--- config.mk ---
export PLATFORM = sky130hd
export DESIGN_NAME = char_lcd_nibble_interface_flat
export DESIGN_NICKNAME = d
export VERILOG_FILES = /design/src/hw/rtl/lcdn_pkg.sv /design/src/hw/rtl/lcdn_req_if.sv /design/src/hw/rtl/lcdn_rsp_if.sv /design/src/hw/rtl/lcdn_csr_if.sv /design/src/hw/rtl/lcdn_in_stage.sv /design/src/hw/rtl/lcdn_decode.sv /design/src/hw/rtl/lcdn_out_buf.sv /design/src/hw/rtl/char_lcd_nibble_interface.sv /design/src/flat_wrapper.sv
export SDC_FILE = /design/constraint.sdc
export NUM_CORES = 1
export LEC_CHECK = 0
export BUFFER_PORTS_ARGS = -buffer_cell sky130_fd_sc_hd__buf_2
export CAP_MARGIN = 20
export CORE_ASPECT_RATIO = 1.1
export CORE_MARGIN = 5
export CORE_UTILIZATION = 60
export CTS_CLUSTER_SIZE = 14
export DETAILED_ROUTE_END_ITERATION = 8
export MAX_ROUTING_LAYER = met4
export PLACE_DENSITY_LB_ADDON = 0.08
export SYNTH_ARGS = -nofsm -noshare
export SYNTH_HDL_FRONTEND = slang
export SYNTH_SLANG_ARGS = --single-unit
--- constraint.sdc ---
create_clock -name clock -period 4.95 [get_ports clock]
set_input_delay 1.485 -clock clock [delete_from_list [all_inputs] [get_ports clock]]
set_output_delay 1.485 -clock clock [all_outputs]
set_load 0.1 [all_outputs]
--- src/hw/rtl/lcdn_pkg.sv ---
`default_nettype none

package lcdn_pkg;

   // Escape code after reset
   localparam logic [7:0] ESC_RESET   = 8'h1B;
   // End mark of the init table and the byte that clears the screen
   localparam logic [7:0] END_MARK    = 8'hFF;
   localparam logic [7:0] CLEAR_CMD   = 8'h01;
   localparam logic [7:0] HOME_CMD    = 8'h02;
   localparam logic [7:0] HOME_CHAR   = 8'h40;
   // Function-set detection for the switch to 4-bit mode
   localparam logic [7:0] FUNC_MASK   = 8'h30;
   localparam logic [7:0] FUNC_4BIT   = 8'h20;

   typedef enum logic [3:0] {
      PH_POWER = 4'b0001,
      PH_INIT  = 4'b0010,
      PH_READY = 4'b0100,
      PH_ESC   = 4'b1000
   } phase_type;

   typedef struct packed {
      logic       operation;
      logic [7:0] data_byte;
   } req_type;

   typedef struct packed {
      logic [3:0] nibble;
      logic       register_select;
      logic       strobe_res;
      logic       busy_res;
      logic       last;
   } rsp_type;

   // Results of one item, handed from the decoder to the result buffer
   typedef struct packed {
      logic       valid;
      logic [1:0] count;
      rsp_type    first;
      rsp_type    second;
   } load_type;

   // Power-up command sequence; END_MARK past its end
   function automatic logic [7:0] init_byte(input logic [3:0] pos);
      logic [7:0] b;
      unique case (pos)
         4'd0:    b = 8'h30;
         4'd1:    b = 8'h30;
         4'd2:    b = 8'h30;
         4'd3:    b = 8'h20;
         4'd4:    b = 8'h28;
         4'd5:    b = 8'h0C;
         4'd6:    b = 8'h06;
         4'd7:    b = 8'h01;
         4'd8:    b = 8'h02;
         default: b = END_MARK;
      endcase
      return b;
   endfunction

endpackage

`default_nettype wire

--- src/hw/rtl/lcdn_req_if.sv ---
`default_nettype none

interface lcdn_req_if;
   import lcdn_pkg::*;

   logic       valid;
   logic       ready;
   logic       operation;
   logic [7:0] data_byte;

   modport source (output valid, output operation, output data_byte, input ready);
   modport sink (input valid, input operation, input data_byte, output ready);
endinterface

`default_nettype wire

--- src/hw/rtl/lcdn_rsp_if.sv ---
`default_nettype none

interface lcdn_rsp_if;
   import lcdn_pkg::*;

   logic       valid;
   logic       ready;
   logic [3:0] nibble;
   logic       register_select;
   logic       strobe_res;
   logic       busy_res;
   logic       last;

   modport source (output valid, output nibble, output register_select,
                   output strobe_res, output busy_res, output last, input ready);
   modport sink (input valid, input nibble, input register_select,
                 input strobe_res, input busy_res, input last, output ready);
endinterface

`default_nettype wire

--- src/hw/rtl/lcdn_csr_if.sv ---
`default_nettype none

interface lcdn_csr_if;
   import lcdn_pkg::*;

   logic       valid;
   logic       ready;
   logic [7:0] escape_code;

   modport source (output valid, output escape_code, input ready);
   modport sink (input valid, input escape_code, output ready);
endinterface

`default_nettype wire

--- src/hw/rtl/lcdn_in_stage.sv ---
`default_nettype none

module lcdn_in_stage (
   input  wire logic             clock,
   input  wire logic             reset,
   lcdn_req_if.sink              req,
   input  wire logic             advance,
   output      logic             in_valid,
   output      lcdn_pkg::req_type item
);
   import lcdn_pkg::*;

   logic    in_valid_ff;
   logic    in_valid_in;
   req_type item_ff;
   logic    take;

   assign req.ready = !in_valid_ff || advance;
   assign take      = req.valid && req.ready;

   always_comb begin
      priority if (take) begin
         in_valid_in = 1'b1;
      end else if (advance) begin
         in_valid_in = 1'b0;
      end else begin
         in_valid_in = in_valid_ff;
      end
   end

   always_ff @(posedge clock) begin
      if (reset) begin
         in_valid_ff <= 1'b0;
      end else begin
         in_valid_ff <= in_valid_in;
      end
   end

   always_ff @(posedge clock) begin
      if (take) begin
         item_ff.operation <= req.operation;
         item_ff.data_byte <= req.data_byte;
      end
   end

   assign in_valid = in_valid_ff;
   assign item     = item_ff;

endmodule

`default_nettype wire

--- src/hw/rtl/lcdn_decode.sv ---
`default_nettype none

module lcdn_decode (
   input  wire logic              clock,
   input  wire logic              reset,
   input  wire logic              csr_we,
   input  wire logic [7:0]        csr_data,
   input  wire logic              advance,
   input  wire lcdn_pkg::req_type item,
   output      lcdn_pkg::load_type load
);
   import lcdn_pkg::*;

   phase_type  phase_ff,  phase_in;
   logic [3:0] pos_ff,    pos_in;
   logic       four_ff,   four_in;
   logic [7:0] esc_ff;
   logic [7:0] table_byte;
   logic [7:0] ctrl_byte;
   logic       do_ctrl;
   logic       do_busy;
   logic       do_data;

   assign table_byte = init_byte(pos_ff);

   always_comb begin
      phase_in  = phase_ff;
      pos_in    = pos_ff;
      do_ctrl   = 1'b0;
      do_busy   = 1'b0;
      do_data   = 1'b0;
      ctrl_byte = '0;
      if (!item.operation) begin
         unique case (phase_ff)
            PH_POWER: begin
               pos_in   = '0;
               phase_in = PH_INIT;
            end
            PH_INIT: begin
               if (table_byte != END_MARK) begin
                  pos_in    = pos_ff + 4'd1;
                  do_ctrl   = 1'b1;
                  ctrl_byte = table_byte;
               end else begin
                  phase_in = PH_READY;
               end
            end
            default: ;
         endcase
      end else begin
         unique case (phase_ff)
            PH_POWER, PH_INIT: begin
               do_busy = 1'b1;
            end
            PH_READY: begin
               priority if (item.data_byte == END_MARK) begin
                  do_ctrl   = 1'b1;
                  ctrl_byte = CLEAR_CMD;
               end else if (item.data_byte == esc_ff) begin
                  phase_in = PH_ESC;
               end else begin
                  do_data = 1'b1;
               end
            end
            PH_ESC: begin
               phase_in = PH_READY;
               priority if (item.data_byte[7]) begin
                  do_ctrl   = 1'b1;
                  ctrl_byte = item.data_byte;
               end else if (item.data_byte == HOME_CHAR) begin
                  do_ctrl   = 1'b1;
                  ctrl_byte = HOME_CMD;
               end else begin
                  do_ctrl = 1'b0;
               end
            end
            default: ;
         endcase
      end
   end

   // Turn the decision into nibble writes or a busy refusal
   always_comb begin
      four_in      = four_ff;
      load.valid   = advance;
      load.count   = 2'd0;
      load.first   = '0;
      load.second  = '0;
      if (do_ctrl) begin
         if (four_ff) begin
            load.count  = 2'd2;
            load.first  = '{nibble: ctrl_byte[7:4], register_select: 1'b0,
                            strobe_res: 1'b1, busy_res: 1'b0, last: 1'b0};
            load.second = '{nibble: ctrl_byte[3:0], register_select: 1'b0,
                            strobe_res: 1'b1, busy_res: 1'b0, last: 1'b1};
         end else begin
            load.count = 2'd1;
            load.first = '{nibble: ctrl_byte[7:4], register_select: 1'b0,
                           strobe_res: 1'b1, busy_res: 1'b0, last: 1'b1};
            if ((ctrl_byte & FUNC_MASK) == FUNC_4BIT) begin
               four_in = 1'b1;
            end
         end
      end else if (do_busy) begin
         load.count = 2'd1;
         load.first = '{nibble: 4'd0, register_select: 1'b0,
                        strobe_res: 1'b0, busy_res: 1'b1, last: 1'b1};
      end else if (do_data) begin
         load.count  = 2'd2;
         load.first  = '{nibble: item.data_byte[7:4], register_select: 1'b1,
                         strobe_res: 1'b1, busy_res: 1'b0, last: 1'b0};
         load.second = '{nibble: item.data_byte[3:0], register_select: 1'b1,
                         strobe_res: 1'b1, busy_res: 1'b0, last: 1'b1};
      end
   end

   always_ff @(posedge clock) begin
      if (reset) begin
         phase_ff <= PH_POWER;
         pos_ff   <= '0;
         four_ff  <= 1'b0;
      end else if (advance) begin
         phase_ff <= phase_in;
         pos_ff   <= pos_in;
         four_ff  <= four_in;
      end
   end

   always_ff @(posedge clock) begin
      if (reset) begin
         esc_ff <= ESC_RESET;
      end else if (csr_we) begin
         esc_ff <= csr_data;
      end
   end

   // 4-bit mode, once on, stays on until reset
   a_four_sticky: assert property (@(posedge clock) disable iff (reset)
      four_ff |=> four_ff)
      else $error("4-bit mode dropped without reset");

endmodule

`default_nettype wire

--- src/hw/rtl/lcdn_out_buf.sv ---
`default_nettype none

module lcdn_out_buf (
   input  wire logic               clock,
   input  wire logic               reset,
   input  wire lcdn_pkg::load_type load,
   output      logic               can_load,
   lcdn_rsp_if.source              rsp
);
   import lcdn_pkg::*;

   logic [1:0] cnt_ff,   cnt_in;
   rsp_type    slot0_ff, slot0_in;
   rsp_type    slot1_ff, slot1_in;
   logic       pop;

   assign pop      = rsp.valid && rsp.ready;
   assign can_load = (cnt_ff == 2'd0) || ((cnt_ff == 2'd1) && rsp.ready);

   always_comb begin
      cnt_in   = cnt_ff;
      slot0_in = slot0_ff;
      slot1_in = slot1_ff;
      priority if (load.valid) begin
         cnt_in   = load.count;
         slot0_in = load.first;
         slot1_in = load.second;
      end else if (pop) begin
         cnt_in   = cnt_ff - 2'd1;
         slot0_in = slot1_ff;
      end
   end

   always_ff @(posedge clock) begin
      if (reset) begin
         cnt_ff <= 2'd0;
      end else begin
         cnt_ff <= cnt_in;
      end
   end

   always_ff @(posedge clock) begin
      slot0_ff <= slot0_in;
      slot1_ff <= slot1_in;
   end

   assign rsp.valid           = (cnt_ff != 2'd0);
   assign rsp.nibble          = slot0_ff.nibble;
   assign rsp.register_select = slot0_ff.register_select;
   assign rsp.strobe_res      = slot0_ff.strobe_res;
   assign rsp.busy_res        = slot0_ff.busy_res;
   assign rsp.last            = slot0_ff.last;

   // Never overwrite a result that has not been taken
   a_no_overwrite: assert property (@(posedge clock) disable iff (reset)
      load.valid |-> ((cnt_ff == 2'd0) || ((cnt_ff == 2'd1) && pop)))
      else $error("result buffer loaded while still holding results");

   // First of a pair never carries last
   a_pair_head: assert property (@(posedge clock) disable iff (reset)
      (cnt_ff == 2'd2) |-> !slot0_ff.last)
      else $error("head of a nibble pair marked last");

   // A lone remaining result always ends its item
   a_single_last: assert property (@(posedge clock) disable iff (reset)
      (cnt_ff == 2'd1) |-> slot0_ff.last)
      else $error("single remaining result not marked last");

endmodule

`default_nettype wire

--- src/hw/rtl/char_lcd_nibble_interface.sv ---
`default_nettype none

// Character LCD front end for an HD44780-style panel on a 4-bit bus. Each
// req beat is a tick (operation 0) or a byte (operation 1); each rsp beat is
// one nibble write with its register-select flag, or a busy refusal for a
// byte that arrives before the power-up sequence is done. Ticks walk the
// panel from power-up through the built-in init sequence to ready. An item
// is decoded in the cycle after it is registered and, once there is room,
// its zero, one or two results go into a two-slot result buffer that sends
// one per cycle while rsp is ready, so items with one or no result go at one
// per cycle and a nibble pair holds the buffer until both are sent, set by
// the single rsp port. The user is to write the escape code register over
// the csr port only while the block is idle; the block does not enforce it
// and the port is always ready. No bus delays or queueing are modeled here.
module char_lcd_nibble_interface (
   input  wire logic clock,
   input  wire logic reset,
   lcdn_req_if.sink   req_bus,
   lcdn_rsp_if.source rsp_bus,
   lcdn_csr_if.sink   csr_bus
);
   import lcdn_pkg::*;

   logic     in_valid;
   req_type  item;
   logic     can_load;
   logic     advance;
   load_type load;

   // Config writes land in the next cycle
   assign csr_bus.ready = 1'b1;

   // Move the registered item into the result buffer once it has room
   assign advance = in_valid && can_load;

   // Hold the accepted beat
   lcdn_in_stage u_in_stage (
      .clock    (clock),
      .reset    (reset),
      .req      (req_bus),
      .advance  (advance),
      .in_valid (in_valid),
      .item     (item)
   );

   // Decode against phase, init position and bus mode; advance that state
   lcdn_decode u_decode (
      .clock    (clock),
      .reset    (reset),
      .csr_we   (csr_bus.valid),
      .csr_data (csr_bus.escape_code),
      .advance  (advance),
      .item     (item),
      .load     (load)
   );

   // Drain the nibble writes and busy refusals one beat at a time
   lcdn_out_buf u_out_buf (
      .clock    (clock),
      .reset    (reset),
      .load     (load),
      .can_load (can_load),
      .rsp      (rsp_bus)
   );

endmodule

`default_nettype wire
--- src/flat_wrapper.sv ---
// flat-port wrapper written by rule: the top's interface ports become plain ports
module char_lcd_nibble_interface_flat import lcdn_pkg::*;
  (clock, reset, req_bus_valid, req_bus_operation, req_bus_data_byte, req_bus_ready, rsp_bus_valid, rsp_bus_nibble, rsp_bus_register_select, rsp_bus_strobe_res, rsp_bus_busy_res, rsp_bus_last, rsp_bus_ready, csr_bus_valid, csr_bus_escape_code, csr_bus_ready);
  lcdn_req_if req_bus_i ();
  lcdn_rsp_if rsp_bus_i ();
  lcdn_csr_if csr_bus_i ();
  input  wire logic clock;
  input  wire logic reset;
  input wire logic [$bits(req_bus_i.valid)-1:0] req_bus_valid;
  input wire logic [$bits(req_bus_i.operation)-1:0] req_bus_operation;
  input wire logic [$bits(req_bus_i.data_byte)-1:0] req_bus_data_byte;
  output wire logic [$bits(req_bus_i.ready)-1:0] req_bus_ready;
  output wire logic [$bits(rsp_bus_i.valid)-1:0] rsp_bus_valid;
  output wire logic [$bits(rsp_bus_i.nibble)-1:0] rsp_bus_nibble;
  output wire logic [$bits(rsp_bus_i.register_select)-1:0] rsp_bus_register_select;
  output wire logic [$bits(rsp_bus_i.strobe_res)-1:0] rsp_bus_strobe_res;
  output wire logic [$bits(rsp_bus_i.busy_res)-1:0] rsp_bus_busy_res;
  output wire logic [$bits(rsp_bus_i.last)-1:0] rsp_bus_last;
  input wire logic [$bits(rsp_bus_i.ready)-1:0] rsp_bus_ready;
  input wire logic [$bits(csr_bus_i.valid)-1:0] csr_bus_valid;
  input wire logic [$bits(csr_bus_i.escape_code)-1:0] csr_bus_escape_code;
  output wire logic [$bits(csr_bus_i.ready)-1:0] csr_bus_ready;
  assign req_bus_i.valid = req_bus_valid;
  assign req_bus_i.operation = req_bus_operation;
  assign req_bus_i.data_byte = req_bus_data_byte;
  assign req_bus_ready = req_bus_i.ready;
  assign rsp_bus_valid = rsp_bus_i.valid;
  assign rsp_bus_nibble = rsp_bus_i.nibble;
  assign rsp_bus_register_select = rsp_bus_i.register_select;
  assign rsp_bus_strobe_res = rsp_bus_i.strobe_res;
  assign rsp_bus_busy_res = rsp_bus_i.busy_res;
  assign rsp_bus_last = rsp_bus_i.last;
  assign rsp_bus_i.ready = rsp_bus_ready;
  assign csr_bus_i.valid = csr_bus_valid;
  assign csr_bus_i.escape_code = csr_bus_escape_code;
  assign csr_bus_ready = csr_bus_i.ready;
  char_lcd_nibble_interface u_core (.clock(clock), .reset(reset), .req_bus(req_bus_i), .rsp_bus(rsp_bus_i), .csr_bus(csr_bus_i));
endmodule
# Yosys cells after proc, flatten, opt, wreduce, memory -nomap -nowiden
# Memories as Yosys holds them, arrays and structs flattened. A register that Yosys moved wholly into a read port is not among the register bits.
# Index checks and enable logic that the tools add are counted.
[totals] wordCells=98 inputBits=22 latch_bits=0 mem_bits_ro=128 n_memories=1 ff_bits=45 output_inout_bits=11 ramBits=0
[mem_list] name="(name not given)" words=16 width=8 rd=1 rd_ports_with_merged_regs=1 wr=0 line_no="lcdn_pkg.sv:47" rtl="unique case (pos)"
[op_classes] n_addsub=2 mux=44 reduce_logical=17 div_mod_pow=0 multipliers=0 bitwise=1 shift=0 n_eq_ne=15 order_cmp=0
[op_table] cell="8-bit two-way mux" count=8
[op_table] cell="18-bit two-way mux" count=2
[op_table] cell="4-bit two-way mux" count=7
[op_table] cell="4-bit case mux with 2 select lines" count=3
[op_table] cell="10-bit two-way mux" count=2
[op_table] cell="1-bit two-way mux" count=17
[op_table] cell="8-bit case mux with 2 select lines" count=1
[op_table] cell="3-bit != test, second input constant" count=3
[op_table] cell="8-bit by 7-bit == test with 1-bit output, second input constant" count=1
[op_table] cell="8-bit == test" count=1
[op_table] cell="8-bit == test, second input constant" count=1
[op_table] cell="8-bit != test, second input constant" count=1
[op_table] cell="2-bit nonzero test" count=4
[op_table] cell="2-bit two-way mux" count=3
[op_table] cell="6-bit AND reduction" count=1
[op_table] cell="4-bit by 1-bit adder with 4-bit output, second input constant" count=1
[op_table] cell="4-bit by 1-bit == test with 1-bit output, second input constant" count=1
[op_table] cell="4-bit by 2-bit == test with 1-bit output, second input constant" count=1
[op_table] cell="4-bit by 3-bit == test with 1-bit output, second input constant" count=1
[op_table] cell="4-bit == test, second input constant" count=1
[op_table] cell="1-bit logical AND" count=4
[op_table] cell="4-bit AND reduction" count=1
[op_table] cell="3-bit by 2-bit != test with 1-bit output, second input constant" count=1
[op_table] cell="3-bit nonzero test" count=1
[op_table] cell="other kinds (11)" count=12

# Longest topological paths before layout
[depth] depth_word=9 mapped_depth=10 ltp_nobuf=10

# By module
# A second synthesis with hierarchy kept.
[hier_totals] cells_unflattened=248 area_unflattened_um2=2747.6
[modules_own_cells] module="lcdn_decode" cells_per_inst=187 seq_area_each_um2=480.5 n_inst=1 area_each_um2=1672.9
[modules_own_cells] module="lcdn_out_buf" cells_per_inst=44 seq_area_each_um2=520.5 n_inst=1 area_each_um2=732.0
[modules_own_cells] module="lcdn_in_stage" cells_per_inst=14 seq_area_each_um2=290.3 n_inst=1 area_each_um2=325.3
[modules_own_cells] module="char_lcd_nibble_interface" cells_per_inst=3 seq_area_each_um2=0.0 n_inst=1 area_each_um2=17.5

# Worst setup path after synthesis
# No wires, ideal clock.
[synth_path] path_type="in2out" from="in rsp_bus_ready" to="out req_bus_ready" setup_slack_ns=1.219 stages=2 arrival_time_ns=2.246 t_required_ns=3.465 path_buffers=0 path_cell_list="a21oi_1 -> nand2_1"
[synth_between] elab_chain_len=4
[synth_rtl] item="from (decl)" line_no="flat_wrapper.sv:19" rtl="input wire logic [$bits(rsp_bus_i.ready)-1:0] rsp_bus_ready;"
[synth_rtl] item="1-bit logical AND" line_no="lcdn_out_buf.sv:18" rtl="assign can_load = (cnt_ff == 2'd0) || ((cnt_ff == 2'd1) && rsp.ready);"
[synth_rtl] item="1-bit logical OR" line_no="lcdn_out_buf.sv:18"
[synth_rtl] item="1-bit logical AND" line_no="char_lcd_nibble_interface.sv:34" rtl="assign advance = in_valid && can_load;"
[synth_rtl] item="1-bit logical OR" line_no="lcdn_in_stage.sv:18" rtl="assign req.ready = !in_valid_ff || advance;"
[synth_rtl] item="to (decl)" line_no="flat_wrapper.sv:12" rtl="output wire logic [$bits(req_bus_i.ready)-1:0] req_bus_ready;"
# Every way passes these cells.

# Final worst setup path
# Ends and elaborated chain as after synthesis.

==> summary.md <==
| Metric | Value |
|---|---|
| Post-synth top area share | 0.2721 |
| Die height | 78.22 µm |
| Hold path depth | 2 |
| Endpoint class of the critical path | primary output |
| CP required | 3460 ps |
| Largest net degree at the start of global routing | 17 |
| Routed length per instance | 15.48 µm |
| Hold EP | u_core.u_decode.esc_ff[3]$_SDFFE_PP1P_ |
| Syn Area/Cell | 10.58 µm² |
| CP peak stage delay | 300 ps |
| Main synth FF type | dfxtp_1 |
| Total congestion overflow | 0 |
| Num rows | 24 |
| Drt total wl | 4999 µm |
| GR Util met3 | 0.03959 |
| Reg2Reg Setup Slack | 2550 ps |
| Global routing usage on met1 | 0.2427 |
| Arrival time at the worst endpoint | 2190 ps |
| Starting utilization of the core area | 0.6309 |
| Worst Reg-to-Reg Cells | 7 |
| CTS tree | done |
| Seq/Total Area, Yosys | 0.4850 |
| Post-synth EDFFs | 23 |
| Post-Syn Area | 2539 µm² |
| Post-synth ARST share | 0 |
| Worst min-delay path startpoint | u_core.u_decode.esc_ff[3]$_SDFFE_PP1P_ |
| CORE AREA | 4024 µm² |
| Grt peak-use layer | met2 |
| Synthesized net count | 269 |
| # fillers | 323 |
| Pwr Total | 995.4 µW |
| CP cell instances | buf_2, a21oi_1, nand2_1, buf_2 |
| Slew Viols, Final | 0 |
| Io pins | 33 |
| LEAKAGE | 0.001135 µW |
| Met2 Usage GRT | 0.3153 |
| Period utilisation layout | 0.7425 |
| Maximum clock insertion buffer count | 2 |
| Via density per instance | 5.870 |
| Post-DP HPWL | 3843 µm |
| Die span in x | 72.02 µm |
| Initial antenna violation count | 0 |
| Share of layout cells above drive strength 1 | 0.2103 |
| Kind of critical path | in -> out |
| Post-synth top area cell | edfxtp_1 |
| Pwr/cell area | 355.0 nW/µm² |
| Clk sinks | 50 |
| RePlAce Congestion | 0.8540 |
| Buffers & Inverters on Critical Path | 2 |
| R2R Path End | u_core.u_decode.table_byte[2]$_DFF_P_ |
| Setup violators final | 0 |
| Status | finished, final reports clean |
| Most frequent cell on the critical path | buf_2 |
| Syn Inst Count | 240 |
| Hold buffer count at cts | 0 |
| Clock latency on the worst-skew pair | 300 ps |
| Worst Tran Pin Value | 545.9 ps |
| Path category of the worst min-delay check | reg -> reg |
| Worst-path maximum fanout | 3 |
| Worst VDD drop | 0.2589 mV |
| Worst clock skew | 7.580 ps |
| Area delta synth->final | 10.45% |
| FF+latch count, synth | 50 |
| Ant. Diodes | 0 |
| First-pass iteration count of the detailed router | 4 |
| Relative slew slack | 0.6333 |
| Ys Warns | 0 |
| Root buffer cell | clkbuf_8 |
| RSZ-0062 raised after global routing | false |
| Die area | 5633 µm² |
| Final setup TNS | 0 ps |
| Starting DRC count in detailed routing | 166 |
| Residual DRC | 0 |
| Crit-path slowest cell | buf_2 |
| Synth cell count leaders | dfxtp_1, edfxtp_1, nor2_1, nand2_1, xor2_1 |
| Top delay family on crit path | buffers and inverters |
| # resized after CTS | 0 |
| GRT Util Overall | 0.1961 |
| Max cap viols | 0 |
| H-Tree Depth | 2 |
| FMAX | 272.1 MHz |
| Postcts setup bufs | 0 |
| Remaining antenna violation count | 0 |
| CTS Buf Count | 5 |
| Number of global-route vias before repair | 1836 |
| Critical path launch point type | input pin |
| Synth area leaders | edfxtp_1, dfxtp_1, xor2_1 |
| Post-layout min period | 3675 ps |
| Final hold violation count | 0 |
| First-pass GRT wire length | 8542 µm |
| Clock transition at the registers of the reported paths | 90 ps |
| Layout Nets | 299 |
| Port buffer count | 31 |
| Synth cell types | 65 |
| Top-count cell post-synth | dfxtp_1 |
| Via count | 1896 |
| Reg-to-Reg Start | u_core.u_decode.phase_ff[1]$_SDFFE_PP0P_ |
[sequential cells by signal, indices dropped and copies added (netlist names), 2 cells and up]
register                     count
u_core.u_decode.esc_ff           8
u_core.u_decode.phase_ff         4
u_core.u_in_stage.item           9
u_core.u_out_buf.slot1_ff        6
u_core.u_decode.table_byte       7
u_core.u_out_buf.cnt_ff          2
u_core.u_decode.pos_ff           4
u_core.u_out_buf.rsp.nibble      4
[cell usage in the layout, fill, tap and decap left out, types with 3 or more instances in the layout]
cell and count:
edfxtp_1 23, nand3_1 5, nand4_1 3, o21ai_0 6, nor2b_1 3, a22o_1 7, xor2_1 11, a31oi_1 4
nand2_1 17, or2_2 3, mux2i_1 9, inv_1 8, nand3b_1 3, nor3_1 5, clkbuf_8 5, buf_2 31
nor4_1 3, a21o_1 6, a21oi_1 10, ha_1 7, nand2b_1 4, nor2_1 19, o31ai_1 4, dfxtp_1 27
[metrics by stage]
stage	utilization	hold WS, ps	setup slack (ps)	cells	area (µm²)
after floorplan	-	462.0	1219	240	2539
after global placement	0.6748	482.4	1294	315	2715
after detailed placement	0.6748	488.9	1276	315	2715
after CTS	0.6968	510.8	1276	323	2804
after global routing	0.6968	534.4	1207	323	2804
final	0.6968	501.5	1275	323	2804
[metal layers]
metal / vias up / share of wire
li1: 951 / -
met1: 873 / 0.44
met2: 61 / 0.48
met3: 11 / 0.057
met4: 0 / 0.020
met5: - / 0
[kinds of logic after synthesis]
kind of cell	Yosys count	synth area share
compound gates	63	0.1957
mux	10	0.03992
xor+xnor	11	0.03795
other cells	1	0.001477
flops	50	0.4850
fa+ha+maj	7	0.03450
simple gates	80	0.1735
buf+inv	18	0.03203
[final cells by class]
cell class / instances / area, µm² / share of cell area
inverters: 10 / 37.54 / 0.01339
well taps: 52 / 65.06 / 0.02320
clock inverters: 3 / 20.02 / 0.007140
clock buffers: 5 / 68.82 / 0.02454
flip-flops and latches: 50 / 1231 / 0.4391
repair buffers: 31 / 155.1 / 0.05533
multi-input cells: 172 / 1226 / 0.4373
[worst max-delay path by stage]
stage	from	to	slack, ps	depth (start not counted)
6_report	rsp_bus_ready	req_bus_ready	1270	4
5_1_grt	rsp_bus_ready	req_bus_ready	1210	4
4_1_cts	rsp_bus_ready	req_bus_ready	1280	4
3_5_place_dp	rsp_bus_ready	req_bus_ready	1280	4
3_3_place_gp	rsp_bus_ready	req_bus_ready	1290	4
2_1_floorplan	rsp_bus_ready	req_bus_ready	1220	2
[power breakdown]
group	switching (µW)	leakage, µW	internal (µW)
registers	26.6	0.000444	473
logic	202	0.000648	63.2
clock network	131	0.0000422	99.6
total	359	0.00113	636
[worst min-delay path: stages, from the launching register on]
cell	delay, ps
dfxtp_1	350
mux2i_1	70
nand2_1	50
No activity file was read; power rests on OpenSTA's default activity.
